<file path="src/hw/rtl/rfar_pkg.sv">
// ----------------------------------------------------------------------------
// rfar_pkg: shared types and constants for the ASCII RFID frame receiver
// Frame layout constants, event and item codes, queue entry and config types.
// ----------------------------------------------------------------------------
package rfar_pkg;

   // Field and register widths
   localparam int CFG_WIDTH          = 16;
   localparam int TAG_WIDTH          = 40;
   localparam int COUNT_WIDTH        = 32;
   localparam int TIME_WIDTH_DEFAULT = 16;
   localparam int CSR_INDEX_WIDTH    = 2;

   // Register reset values
   localparam logic [CFG_WIDTH-1:0] DUP_WINDOW_RESET    = 16'd2000;
   localparam logic [CFG_WIDTH-1:0] PRESENCE_HOLD_RESET = 16'd3000;

   // Register indexes
   localparam logic [CSR_INDEX_WIDTH-1:0] CSR_DUP_WINDOW    = 2'd0;
   localparam logic [CSR_INDEX_WIDTH-1:0] CSR_PRESENCE_HOLD = 2'd1;

   // Frame layout
   localparam logic [3:0] FRAME_LEN  = 4'd14;
   localparam logic [3:0] LAST_POS   = 4'd13;
   localparam logic [3:0] LAST_DIGIT = 4'd10;   // last tag digit position
   localparam logic [7:0] START_BYTE = 8'h02;
   localparam logic [7:0] END_BYTE   = 8'h03;

   // Queue between front and back
   localparam int QUEUE_DEPTH = 4;

   // Result event codes
   typedef enum logic [1:0] {
      EV_NONE      = 2'd0,
      EV_ACCEPTED  = 2'd1,
      EV_DUPLICATE = 2'd2,
      EV_INVALID   = 2'd3
   } event_type;

   // Classified item kinds handed from front to back
   typedef enum logic [1:0] {
      KIND_TICK = 2'd0,
      KIND_BYTE = 2'd1,
      KIND_GOOD = 2'd2,
      KIND_BAD  = 2'd3
   } kind_type;

   typedef struct packed {
      kind_type               kind;
      logic [TAG_WIDTH-1:0]   tag;
   } entry_type;

   typedef struct packed {
      logic [CFG_WIDTH-1:0] dup_window;
      logic [CFG_WIDTH-1:0] presence_hold;
   } cfg_type;

   // ASCII hex digit decode: {valid, nibble}
   function automatic logic [4:0] hex_decode(input logic [7:0] c);
      logic [4:0] r;
      r = 5'd0;
      if (c >= 8'h30 && c <= 8'h39) begin
         r = {1'b1, 4'(c - 8'h30)};
      end else if (c >= 8'h41 && c <= 8'h46) begin
         r = {1'b1, 4'(c - 8'h37)};
      end else if (c >= 8'h61 && c <= 8'h66) begin
         r = {1'b1, 4'(c - 8'h57)};
      end
      return r;
   endfunction

endpackage

</file>
<file path="src/hw/rtl/rfar_front.sv">
// ----------------------------------------------------------------------------
// rfar_front: byte gathering and frame checking
// Tracks frame position, checks digits and checksum byte by byte, and emits
// one classified entry per transfer.
// ----------------------------------------------------------------------------
module rfar_front (
   input  logic                clock,
   input  logic                reset,
   input  logic                accept,
   input  logic                mode,
   input  logic [7:0]          rx_byte,
   output rfar_pkg::entry_type entry
);
   import rfar_pkg::*;

   logic [3:0]           pos_ff, pos_in;
   logic                 ok_ff, ok_in;
   logic [3:0]           xor_hi_ff, xor_hi_in;
   logic [3:0]           xor_lo_ff, xor_lo_in;
   logic [TAG_WIDTH-1:0] tag_ff, tag_in;
   logic [3:0]           p;
   logic [4:0]           hex;
   logic                 good;

   // Position of this byte after restart handling
   always_comb begin
      p   = pos_ff;
      if (rx_byte == START_BYTE || pos_ff >= FRAME_LEN) begin
         p = 4'd0;
      end
      hex = hex_decode(rx_byte);
   end

   // Per-byte checks and classification
   always_comb begin
      pos_in     = pos_ff;
      ok_in      = ok_ff;
      xor_hi_in  = xor_hi_ff;
      xor_lo_in  = xor_lo_ff;
      tag_in     = tag_ff;
      good       = ok_ff && rx_byte == END_BYTE && xor_hi_ff == 4'd0 && xor_lo_ff == 4'd0;
      entry.kind = KIND_TICK;
      entry.tag  = tag_ff;
      if (!mode) begin
         entry.kind = KIND_BYTE;
         pos_in     = p + 4'd1;
         priority if (p == 4'd0) begin
            ok_in     = (rx_byte == START_BYTE);
            xor_hi_in = 4'd0;
            xor_lo_in = 4'd0;
         end else if (p == LAST_POS) begin
            pos_in     = 4'd0;
            entry.kind = good ? KIND_GOOD : KIND_BAD;
         end else begin
            ok_in = ok_ff & hex[4];
            if (p[0]) begin
               xor_hi_in = xor_hi_ff ^ hex[3:0];
            end else begin
               xor_lo_in = xor_lo_ff ^ hex[3:0];
            end
            if (p <= LAST_DIGIT) begin
               tag_in = {tag_ff[TAG_WIDTH-5:0], hex[3:0]};
            end
         end
      end
   end

   // Frame state
   always_ff @(posedge clock) begin
      if (reset) begin
         pos_ff <= 4'd0;
         ok_ff  <= 1'b0;
      end else if (accept) begin
         pos_ff <= pos_in;
         ok_ff  <= ok_in;
      end
   end

   // Accumulators, no reset needed
   always_ff @(posedge clock) begin
      if (accept) begin
         xor_hi_ff <= xor_hi_in;
         xor_lo_ff <= xor_lo_in;
         tag_ff    <= tag_in;
      end
   end

endmodule

</file>
<file path="src/hw/rtl/rfar_queue.sv">
// ----------------------------------------------------------------------------
// rfar_queue: small FIFO between front and back
// Four entries; push and pop may happen in the same cycle.
// ----------------------------------------------------------------------------
module rfar_queue (
   input  logic                clock,
   input  logic                reset,
   input  logic                push,
   input  rfar_pkg::entry_type push_data,
   output logic                full,
   output logic                not_empty,
   input  logic                pop,
   output rfar_pkg::entry_type pop_data
);
   import rfar_pkg::*;

   localparam int PtrWidth = $clog2(QUEUE_DEPTH);

   entry_type             mem_ff [QUEUE_DEPTH];
   logic [PtrWidth-1:0]   wr_ptr_ff, rd_ptr_ff;
   logic [PtrWidth:0]     count_ff, count_in;

   assign full      = (count_ff == (PtrWidth+1)'(QUEUE_DEPTH));
   assign not_empty = (count_ff != '0);
   assign pop_data  = mem_ff[rd_ptr_ff];

   always_comb begin
      count_in = count_ff;
      unique case ({push, pop})
         2'b10:   count_in = count_ff + 1'b1;
         2'b01:   count_in = count_ff - 1'b1;
         default: count_in = count_ff;
      endcase
   end

   // Pointers and fill count
   always_ff @(posedge clock) begin
      if (reset) begin
         wr_ptr_ff <= '0;
         rd_ptr_ff <= '0;
         count_ff  <= '0;
      end else begin
         if (push) wr_ptr_ff <= wr_ptr_ff + 1'b1;
         if (pop)  rd_ptr_ff <= rd_ptr_ff + 1'b1;
         count_ff <= count_in;
      end
   end

   // Entry storage
   always_ff @(posedge clock) begin
      if (push) begin
         mem_ff[wr_ptr_ff] <= push_data;
      end
   end

endmodule

</file>
<file path="src/hw/rtl/rfar_back.sv">
// ----------------------------------------------------------------------------
// rfar_back: tag bookkeeping and result register
// Applies duplicate suppression, elapsed time, presence and read count, and
// holds one result for the output channel.
// ----------------------------------------------------------------------------
module rfar_back #(
   parameter int TIME_WIDTH = rfar_pkg::TIME_WIDTH_DEFAULT
) (
   input  logic                              clock,
   input  logic                              reset,
   input  rfar_pkg::cfg_type                 cfg,
   input  logic                              q_valid,
   input  rfar_pkg::entry_type               q_data,
   output logic                              q_pop,
   output logic                              rsp_valid,
   input  logic                              rsp_stall,
   output logic [1:0]                        rsp_event_code,
   output logic [rfar_pkg::TAG_WIDTH-1:0]    rsp_tag_id,
   output logic                              rsp_tag_present,
   output logic [rfar_pkg::COUNT_WIDTH-1:0]  rsp_read_count
);
   import rfar_pkg::*;

   localparam int CmpWidth = (TIME_WIDTH > CFG_WIDTH) ? TIME_WIDTH : CFG_WIDTH;

   logic [TAG_WIDTH-1:0]   last_tag_ff, last_tag_in;
   logic                   last_valid_ff, last_valid_in;
   logic [TIME_WIDTH-1:0]  ticks_ff, ticks_in;
   logic                   present_ff, present_in;
   logic [COUNT_WIDTH-1:0] count_ff, count_in;
   event_type              event_in;
   logic                   out_valid_ff;
   event_type              event_ff;
   logic                   dup;

   // Take an entry when the result register is free or being drained
   assign q_pop = q_valid && (!out_valid_ff || !rsp_stall);

   // Bookkeeping for one entry
   always_comb begin
      last_tag_in   = last_tag_ff;
      last_valid_in = last_valid_ff;
      ticks_in      = ticks_ff;
      present_in    = present_ff;
      count_in      = count_ff;
      event_in      = EV_NONE;
      dup = last_valid_ff && q_data.tag == last_tag_ff &&
            CmpWidth'(ticks_ff) < CmpWidth'(cfg.dup_window);
      unique case (q_data.kind)
         KIND_TICK: begin
            if (ticks_ff != '1) ticks_in = ticks_ff + 1'b1;
         end
         KIND_BYTE: begin
            event_in = EV_NONE;
         end
         KIND_GOOD: begin
            present_in = 1'b1;
            if (dup) begin
               event_in = EV_DUPLICATE;
            end else begin
               event_in      = EV_ACCEPTED;
               last_tag_in   = q_data.tag;
               last_valid_in = 1'b1;
               ticks_in      = '0;
               count_in      = count_ff + 1'b1;
            end
         end
         KIND_BAD: begin
            event_in = EV_INVALID;
         end
         default: event_in = EV_NONE;
      endcase
      // Presence times out past the hold
      if (CmpWidth'(ticks_in) > CmpWidth'(cfg.presence_hold)) present_in = 1'b0;
   end

   // State and result register
   always_ff @(posedge clock) begin
      if (reset) begin
         last_tag_ff   <= '0;
         last_valid_ff <= 1'b0;
         ticks_ff      <= '1;
         present_ff    <= 1'b0;
         count_ff      <= '0;
         out_valid_ff  <= 1'b0;
      end else begin
         if (q_pop) begin
            last_tag_ff   <= last_tag_in;
            last_valid_ff <= last_valid_in;
            ticks_ff      <= ticks_in;
            present_ff    <= present_in;
            count_ff      <= count_in;
            out_valid_ff  <= 1'b1;
         end else if (!rsp_stall) begin
            out_valid_ff  <= 1'b0;
         end
      end
   end

   // Result payload
   always_ff @(posedge clock) begin
      if (q_pop) begin
         event_ff <= event_in;
      end
   end

   assign rsp_valid       = out_valid_ff;
   assign rsp_event_code  = event_ff;
   assign rsp_tag_id      = last_tag_ff;
   assign rsp_tag_present = present_ff;
   assign rsp_read_count  = count_ff;

endmodule

</file>
<file path="src/hw/rtl/rfid_ascii_frame_receiver.sv">
// ----------------------------------------------------------------------------
// rfid_ascii_frame_receiver: ASCII serial RFID frame receiver
// Gathers 14-byte frames, checks them, reports tag reads with duplicate
// suppression and presence tracking; millisecond ticks advance elapsed time.
//
//   channel | dir | handshake          | payload
//   --------+-----+--------------------+-------------------------------------
//   req     | in  | req_valid/stall    | mode, rx_byte
//   rsp     | out | rsp_valid/stall    | event_code, tag_id, tag_present,
//           |     |                    | read_count
//   csr     | in  | csr_valid/ready    | csr_index, csr_wdata
//
// One transfer per cycle on req while req_stall is low; each item gives one rsp result.
// The front is combinational; the queue registers each req transfer and the
// back's result register follows, so rsp_valid rises from that register once
// the back takes the entry from the queue, which waits while a result stalls.
// req_stall rises only when the queue is full, i.e. after rsp stalls long
// enough to fill it; csr_ready is always high.
// Reset is synchronous: frame position, tag history, read count and queue
// clear, elapsed time goes to saturated, registers return to defaults.
// ----------------------------------------------------------------------------
module rfid_ascii_frame_receiver #(
   parameter int TIME_WIDTH = rfar_pkg::TIME_WIDTH_DEFAULT
) (
   input  logic                                  clock,
   input  logic                                  reset,
   input  logic                                  req_valid,
   output logic                                  req_stall,
   input  logic                                  req_mode,
   input  logic [7:0]                            req_rx_byte,
   output logic                                  rsp_valid,
   input  logic                                  rsp_stall,
   output logic [1:0]                            rsp_event_code,
   output logic [rfar_pkg::TAG_WIDTH-1:0]        rsp_tag_id,
   output logic                                  rsp_tag_present,
   output logic [rfar_pkg::COUNT_WIDTH-1:0]      rsp_read_count,
   input  logic                                  csr_valid,
   output logic                                  csr_ready,
   input  logic [rfar_pkg::CSR_INDEX_WIDTH-1:0]  csr_index,
   input  logic [rfar_pkg::CFG_WIDTH-1:0]        csr_wdata
);
   import rfar_pkg::*;

   cfg_type   cfg_ff, cfg_in;
   entry_type front_entry;
   entry_type q_data;
   logic      q_full, q_valid, q_pop;
   logic      req_accept;

   assign csr_ready  = 1'b1;
   assign req_stall  = q_full;
   assign req_accept = req_valid && !q_full;

   // Configuration registers
   always_comb begin
      cfg_in = cfg_ff;
      if (csr_valid) begin
         if (csr_index == CSR_DUP_WINDOW)    cfg_in.dup_window    = csr_wdata;
         if (csr_index == CSR_PRESENCE_HOLD) cfg_in.presence_hold = csr_wdata;
      end
   end

   always_ff @(posedge clock) begin
      if (reset) begin
         cfg_ff.dup_window    <= DUP_WINDOW_RESET;
         cfg_ff.presence_hold <= PRESENCE_HOLD_RESET;
      end else begin
         cfg_ff <= cfg_in;
      end
   end

   rfar_front u_front (
      .clock   (clock),
      .reset   (reset),
      .accept  (req_accept),
      .mode    (req_mode),
      .rx_byte (req_rx_byte),
      .entry   (front_entry)
   );

   rfar_queue u_queue (
      .clock     (clock),
      .reset     (reset),
      .push      (req_accept),
      .push_data (front_entry),
      .full      (q_full),
      .not_empty (q_valid),
      .pop       (q_pop),
      .pop_data  (q_data)
   );

   rfar_back #(
      .TIME_WIDTH (TIME_WIDTH)
   ) u_back (
      .clock           (clock),
      .reset           (reset),
      .cfg             (cfg_ff),
      .q_valid         (q_valid),
      .q_data          (q_data),
      .q_pop           (q_pop),
      .rsp_valid       (rsp_valid),
      .rsp_stall       (rsp_stall),
      .rsp_event_code  (rsp_event_code),
      .rsp_tag_id      (rsp_tag_id),
      .rsp_tag_present (rsp_tag_present),
      .rsp_read_count  (rsp_read_count)
   );

endmodule

</file>
<file path="config.mk">
export PLATFORM = sky130hd
export DESIGN_NAME = rfid_ascii_frame_receiver
export DESIGN_NICKNAME = d
export VERILOG_FILES = /design/src/hw/rtl/rfar_pkg.sv /design/src/hw/rtl/rfar_front.sv /design/src/hw/rtl/rfar_queue.sv /design/src/hw/rtl/rfar_back.sv /design/src/hw/rtl/rfid_ascii_frame_receiver.sv
export SDC_FILE = /design/constraint.sdc
export NUM_CORES = 1
export LEC_CHECK = 0
export ABC_AREA = 0
export BUFFER_PORTS_ARGS = -buffer_cell sky130_fd_sc_hd__buf_2
export CORE_MARGIN = 2
export CORE_UTILIZATION = 45
export DETAILED_ROUTE_END_ITERATION = 6
export PLACE_DENSITY = 0.66
export SYNTH_ARGS = -nofsm -noshare
export SYNTH_HDL_FRONTEND = slang
export SYNTH_HIERARCHICAL = 1
export SYNTH_SLANG_ARGS = --single-unit
</file>
<file path="constraint.sdc">
create_clock -name clock -period 7.65 [get_ports clock]
set_input_delay 0.765 -clock clock [delete_from_list [all_inputs] [get_ports clock]]
set_output_delay 0.765 -clock clock [all_outputs]
set_load 0.02 [all_outputs]
</file>
==> results of run 1 <==
==> worst max-delay path by stage <==
stage	startpoint	depth (start not counted)	endpoint	slack, ns
after floorplan	req_rx_byte[4]	9	u_front/tag_ff[0]	2.02
after global placement	register	17	u_back/rsp_tag_present	1.95
after detailed placement	register	17	u_back/rsp_tag_present	1.80
after CTS	register	17	u_back/rsp_tag_present	1.72
after global routing	register	17	u_back/rsp_tag_present	1.34
final	register	17	u_back/rsp_tag_present	1.76
==> metal layers <==
metal,share of wire,vias up,track usage
met5,0,-,0
met4,0.016,0,0.04991
met1,0.43,5200,0.2546
li1,-,4988,-
met2,0.49,285,0.3347
met3,0.063,42,0.04001
==> cell usage after synthesis (11+ instances only) <==
master	count	area, um2
edfxtp_1	218	6546
ha_1	46	575.6
mux4_2	40	900.9
nor4_1	11	68.82
nor2_1	79	296.5
nand2b_1	32	200.2
xnor2_1	46	402.9
a31oi_1	12	75.07
inv_1	46	172.7
nand2_1	130	488.0
o31ai_1	17	127.6
buf_2	13	65.06
nor3_1	19	95.09
o21ai_0	25	125.1
nand4_1	33	206.5
nor2b_1	17	106.4
dfxtp_1	137	2743
mux2i_1	76	760.7
nand3_1	36	180.2
clkbuf_1	38	142.6
a21oi_1	42	210.2
a211oi_1	14	105.1
or4_1	15	112.6
==> state kept, by name, summed over array words and instances (netlist names), 2 cells and up, named ones only <==
name and flops:
u_front/tag_ff 40, u_front/xor_lo_ff 4, u_queue/count_ff 3, u_queue/rd_ptr_ff 2, u_back/rsp_tag_id 40, u_back/rsp_event_code 2, u_front/xor_hi_ff 4, u_queue/wr_ptr_ff 2
u_back/ticks_ff 16, u_queue/mem_ff 168, u_front/pos_ff 4, u_back/rsp_read_count 32, cfg_ff 32
==> layout make-up <==
| class | instances | share of cell area |
|---|---|---|
| clock inverter | 18 | 0.009530 |
| inverter | 50 | 0.01036 |
| multi-input combinational | 820 | 0.3431 |
| sequential | 355 | 0.5128 |
| tap | 461 | 0.03183 |
| timing repair buffer | 122 | 0.03577 |
| clock buffer | 50 | 0.05663 |
==> cells by family (layout without fill, tap and decap cells) <==
family,Yosys count,count (layout),synth area share
adders and majority gates,47,47,0.03714
xor gates and xnor gates,54,54,0.02949
muxes,127,127,0.1132
DFF,355,355,0.5792
other,1,1,0.0002338
buffers and inverters,113,240,0.03503
AOI/OAI and AO/OA,167,167,0.07155
and+or+nand+nor,424,424,0.1341
==> worst max-delay path, stage by stage, from the launching register on <==
cell and delay (ns):
dfxtp_2 0.88, buf_4 0.51, mux4_2 0.60, xnor2_1 0.24
nand2_1 0.08, or3b_2 0.48, or3_4 0.41, a2111oi_4 0.79
o21ai_0 0.19, o21ai_0 0.21, ha_1 0.27, nor2b_1 0.13
o21a_1 0.16, o21ai_0 0.17, a211oi_1 0.10, a211oi_1 0.29
o31ai_1 0.10, a21oi_1 0.17
==> power breakdown <==
group / switching (uW) / internal (uW)
clock network: 757 / 1020
logic: 1070 / 718
registers: 218 / 2260
total: 2040 / 4000
==> stage by stage <==
| step | power [uW] | std cells |
|---|---|---|
| 2_1_floorplan | 3816 | 1288 |
| 3_3_place_gp | 4267 | 1808 |
| 3_5_place_dp | 4298 | 1808 |
| 4_1_cts | 6088 | 1876 |
| 5_1_grt | 6383 | 1876 |
| 6_report | 6044 | 1876 |
==> results.md, run 1 <==
- Worst hold slack: 0.4589 ns
- Pwr Density: 333.6 nW/um2
- Syn nets: 1,367
- Crit path launch type: register
- Rel. slew slack: 0.2735
- Finished layout cell area: 18,120 um2
- Largest net degree at the start of global routing: 71
- Max Buffers Root-to-Sink: 3
- Port bufs: 108
- Hold Path Class: reg2reg
- Final slew viol count: 0
- Seq cells post-synth: 355
- Post-Syn Area: 16,040 um2
- Ys async rst share: 0
- Hold-fix buffers at CTS: 0
- Die W: 192.8 um
- Final worst setup slack: 1.761 ns
- DRT iter0 DRCs: 599
- Max_cap viols: 0
- Routed wire length per instance: 19.11 um
- # rows: 69
- Die ar.: 37,160 um2
- RePlAce Congestion: 0.8851
- Total gr overflow: 0
- Core footprint: 35,310 um2
- Initial antenna violation count: 0
- VDD IR max: 0.2399 mV
- Die H: 192.8 um
- Post-route DRC: 0
- WHS Endpoint: u_back/last_valid_ff
- Mapped Cells: 1,288
- Setup tns final: 0 ns
- Total Wirelength: 35,860 um
- Worst-path maximum fanout: 23
- Synth warnings: 6
- Multi-input gate area: 6216 um2
- Post-Route Utilization: 0.5131
- Commonest non-fill, non-tap cell in the layout: edfxtp_1
- Netlist cell types: 76
- Vias in the first global route: 10.40k
- WS Path Type: reg2reg
- P_leak: 0.006551 uW
- Crit share post-route: 0.7698
- Via count: 10.52k
- Final Net Count: 1,465
- Synth Area per Inst: 12.45 um2
- Share of layout cells above drive strength 1: 0.1809
- Global-route wire length before repair: 56,270 um
- Status: finished, final reports clean
- Detailed placement HPWL: 23,290 um
- Postcts setup bufs: 0
- Initial core utilization: 0.4542
- Clk sinks: 355
- Worst EP arrival: 6.35 ns
- Dpl ws: 1.800 ns
- H-tree levels: 2
- Fmax: 0.1698 GHz
- P&R area growth vs syn: 12.98%
- CTS buffer count: 37
- Final Critical Period: 5.889 ns
- Worst-case reg-to-reg path depth: 17
- Number of fill cells: 3,033
- RSZ-0062 raised after global routing: no
- I/O pin cnt: 110
- Reg area: 9291 um2
- Routed vias/inst: 5.605
- TritonCTS clock tree: yes
- Final Hold Viols: 0
- Post-route ant nets: 0
- First drt pass iteration count: 5
- Root Driver: clkbuf_16
- Sequential element share of the synthesized area: 0.5792
- Clock Pin Slew Worst Setup and Hold Paths: 0.06 ns
- Cell Area, Placed: 16,920 um2
- Resize count post-CTS: 0
- WP data required: 8.11 ns
- Reg-to-reg setup timing slack: 1.76 ns
- Worst-margin pin slew: 1.083 ns
- WHS Path Cells: 1
- Hold wc startpoint: u_back/last_valid_ff
- Number of enable flip-flop cells after synthesis: 218
- Post-synth top flop: edfxtp_1
- Total GRT Usage: 0.1960
- Clock Latency Late Sink: 0.55 ns
- Final worst clock skew: 0.02485 ns
- Final setup vio count: 0
- Commonest non-fill, non-tap cells in the layout: edfxtp_1 (218), dfxtp_1 (135), nand2_1 (130)
- Worst r2r dst: u_back/rsp_tag_present
- Diodes inserted: 0
- Setup crit end kind: register
No activity file was read; power rests on OpenSTA's default activity.
==> inputs of run 2 (changes only) <==
- PLACE_DENSITY: 0.66 -> 0.69
- clock period: 7.65 -> 5.2 ns (I/O delays scaled with it)
==> results.md, run 2 (synthesis results as in run 1) <==
- Status: finished, final reports clean
- Final Critical Period: 4.769 ns
- Final slew viol count: 0
- Rel. slew slack: 0.1188
- Max reg flops: 168
- Largest net degree at the start of global routing: 64
- WS Path Type: reg2reg
- Critical path's largest stage delay: 0.59 ns
- # rows: 69
- Critical path's slowest cell: dfxtp_2
- Resize count post-CTS: 0
- Total power: 8901 uW
- Routed vias/inst: 5.645
- DRT iter0 DRCs: 725
- Hold-fix buffers at CTS: 0
- Hold Path Class: in2reg
- Fmax: 0.2097 GHz
- Total gr overflow: 0
- Worst-path maximum fanout: 11
- Share of layout cells above drive strength 1: 0.1812
- RePlAce Congestion: 0.8919
- Routed wl met3: 2553 um
- Root Driver: clkbuf_16
- Initial core utilization: 0.4542
- RSZ-0062 raised after global routing: no
- CTS buffer count: 37
- Postcts setup bufs: 0
- Via count: 10.61k
- Vias in the first global route: 10.28k
- Crit share post-route: 0.9171
- Placed cell count: 1,813
- Met2 wire len: 17,000 um
- Worst-case reg-to-reg path depth: 18
- Initial antenna violation count: 0
- Clock Latency Late Sink: 0.54 ns
- P&R area growth vs syn: 13.16%
- Core footprint: 35,310 um2
- Post-route ant nets: 0
- VDD IR max: 0.3649 mV
- TritonCTS clock tree: yes
- Clk sinks: 355
- Pwr Density: 490.5 nW/um2
- Final Net Count: 1,470
- Final Hold Viols: 0
- Die H: 192.8 um
- Setup crit end kind: register
- Total Wirelength: 36,160 um
- Max layer used: met4
- Routed wire length per instance: 19.23 um
- Worst EP arrival: 5.24 ns
- Detailed placement HPWL: 23,790 um
- Setup tns final: 0 ns
- First drt pass iteration count: 7
- Commonest non-fill, non-tap cell in the layout: edfxtp_1
- Max Buffers Root-to-Sink: 3
- WHS Path Cells: 3
- Crit path launch type: register
- Commonest non-fill, non-tap cells in the layout: edfxtp_1 (218), dfxtp_1 (135), nand2_1 (130)
- CP Cell Sequence: buf_4 > mux4_2 > xnor2_1 > nand2_1 > or3b_2 > or3_4 > a2111oi_4 > buf_4 > o21ai_0 > o21ai_0 > ha_1 > nor2b_1 > o21a_1 > o21ai_0 > a211oi_1 > a211oi_1 > o31ai_1 > a21oi_1
- P_leak: 0.006568 uW
- Die ar.: 37,160 um2
- Max_cap viols: 0
- Global-route wire length before repair: 56,130 um
- Post-route insts no fill: 1,880
- Post-route DRC: 0
- Number of fill cells: 3,040
- I/O pin cnt: 110
- Worst-margin pin slew: 1.312 ns
- Die W: 192.8 um
- Metal-1 WL: 15,550 um
- Final setup vio count: 0
- WP data required: 5.67 ns
- Port bufs: 108
- Total GRT Usage: 0.1957
- Clock Pin Slew Worst Setup and Hold Paths: 0.07 ns
- Final worst clock skew: 0.02124 ns
- H-tree levels: 2
- Reg with most FFs: u_queue/mem_ff
- Cell repeated most along the worst path: o21ai_0
-- run 2: worst paths after layout --
check	from	to	slack, ns
max	register	u_back/rsp_tag_present	0.43
min	rsp_stall	u_back/rsp_valid	0.25
min reg2reg	u_back/last_valid_ff	u_back/last_valid_ff	0.46
max reg2reg	register	u_back/rsp_tag_present	0.43
-- run 2: layout make-up --
class | instances | area [um2] | share of cell area
antenna | 1 | 2.502 | 0.0001379
sequential | 355 | 9291 | 0.5120
tap | 461 | 576.8 | 0.03178
inverter | 50 | 187.7 | 0.01034
multi-input combinational | 820 | 6216 | 0.3425
timing repair buffer | 127 | 698.2 | 0.03847
clock inverter | 14 | 151.4 | 0.008343
clock buffer | 52 | 1023 | 0.05640
-- run 2: power by group --
| group | internal (uW) | switching, uW |
|---|---|---|
| registers | 3330 | 302 |
| logic | 1080 | 1610 |
| clock network | 1490 | 1100 |
| total | 5890 | 3010 |
-- run 2: stage by stage --
stage               worst slack, ns  cell area [um2]  hold slack (ns)  utilization
CTS                          0.4226            18140           0.2341       0.5139
floorplan                    0.8771            16040           0.4330            -
finish                       0.4309            18150           0.2482       0.5139
detailed placement           0.5062            16970           0.4475       0.4806
global placement             0.4991            16970           0.4390       0.4806
global route                0.07533            18140           0.2465       0.5139
-- run 2: worst max-delay path, delay by kind of cell (launching register included) --
kind,cells,cell delay [ns]
AO/OA/AOI/OAI,9,1.49
AND/OR/NAND/NOR,4,1.08
flip-flops,1,0.59
multiplexers,1,0.55
buffers and inverters,2,0.54
adder cells (fa/ha/maj),1,0.27
XOR/XNOR,1,0.20
-- run 2: metal layers --
layer  global-route usage  up-vias
li1                     -     4998
met1               0.2578     5158
met3              0.03546       76
met4              0.06371        0
met2               0.3270      380
met5                    0        -
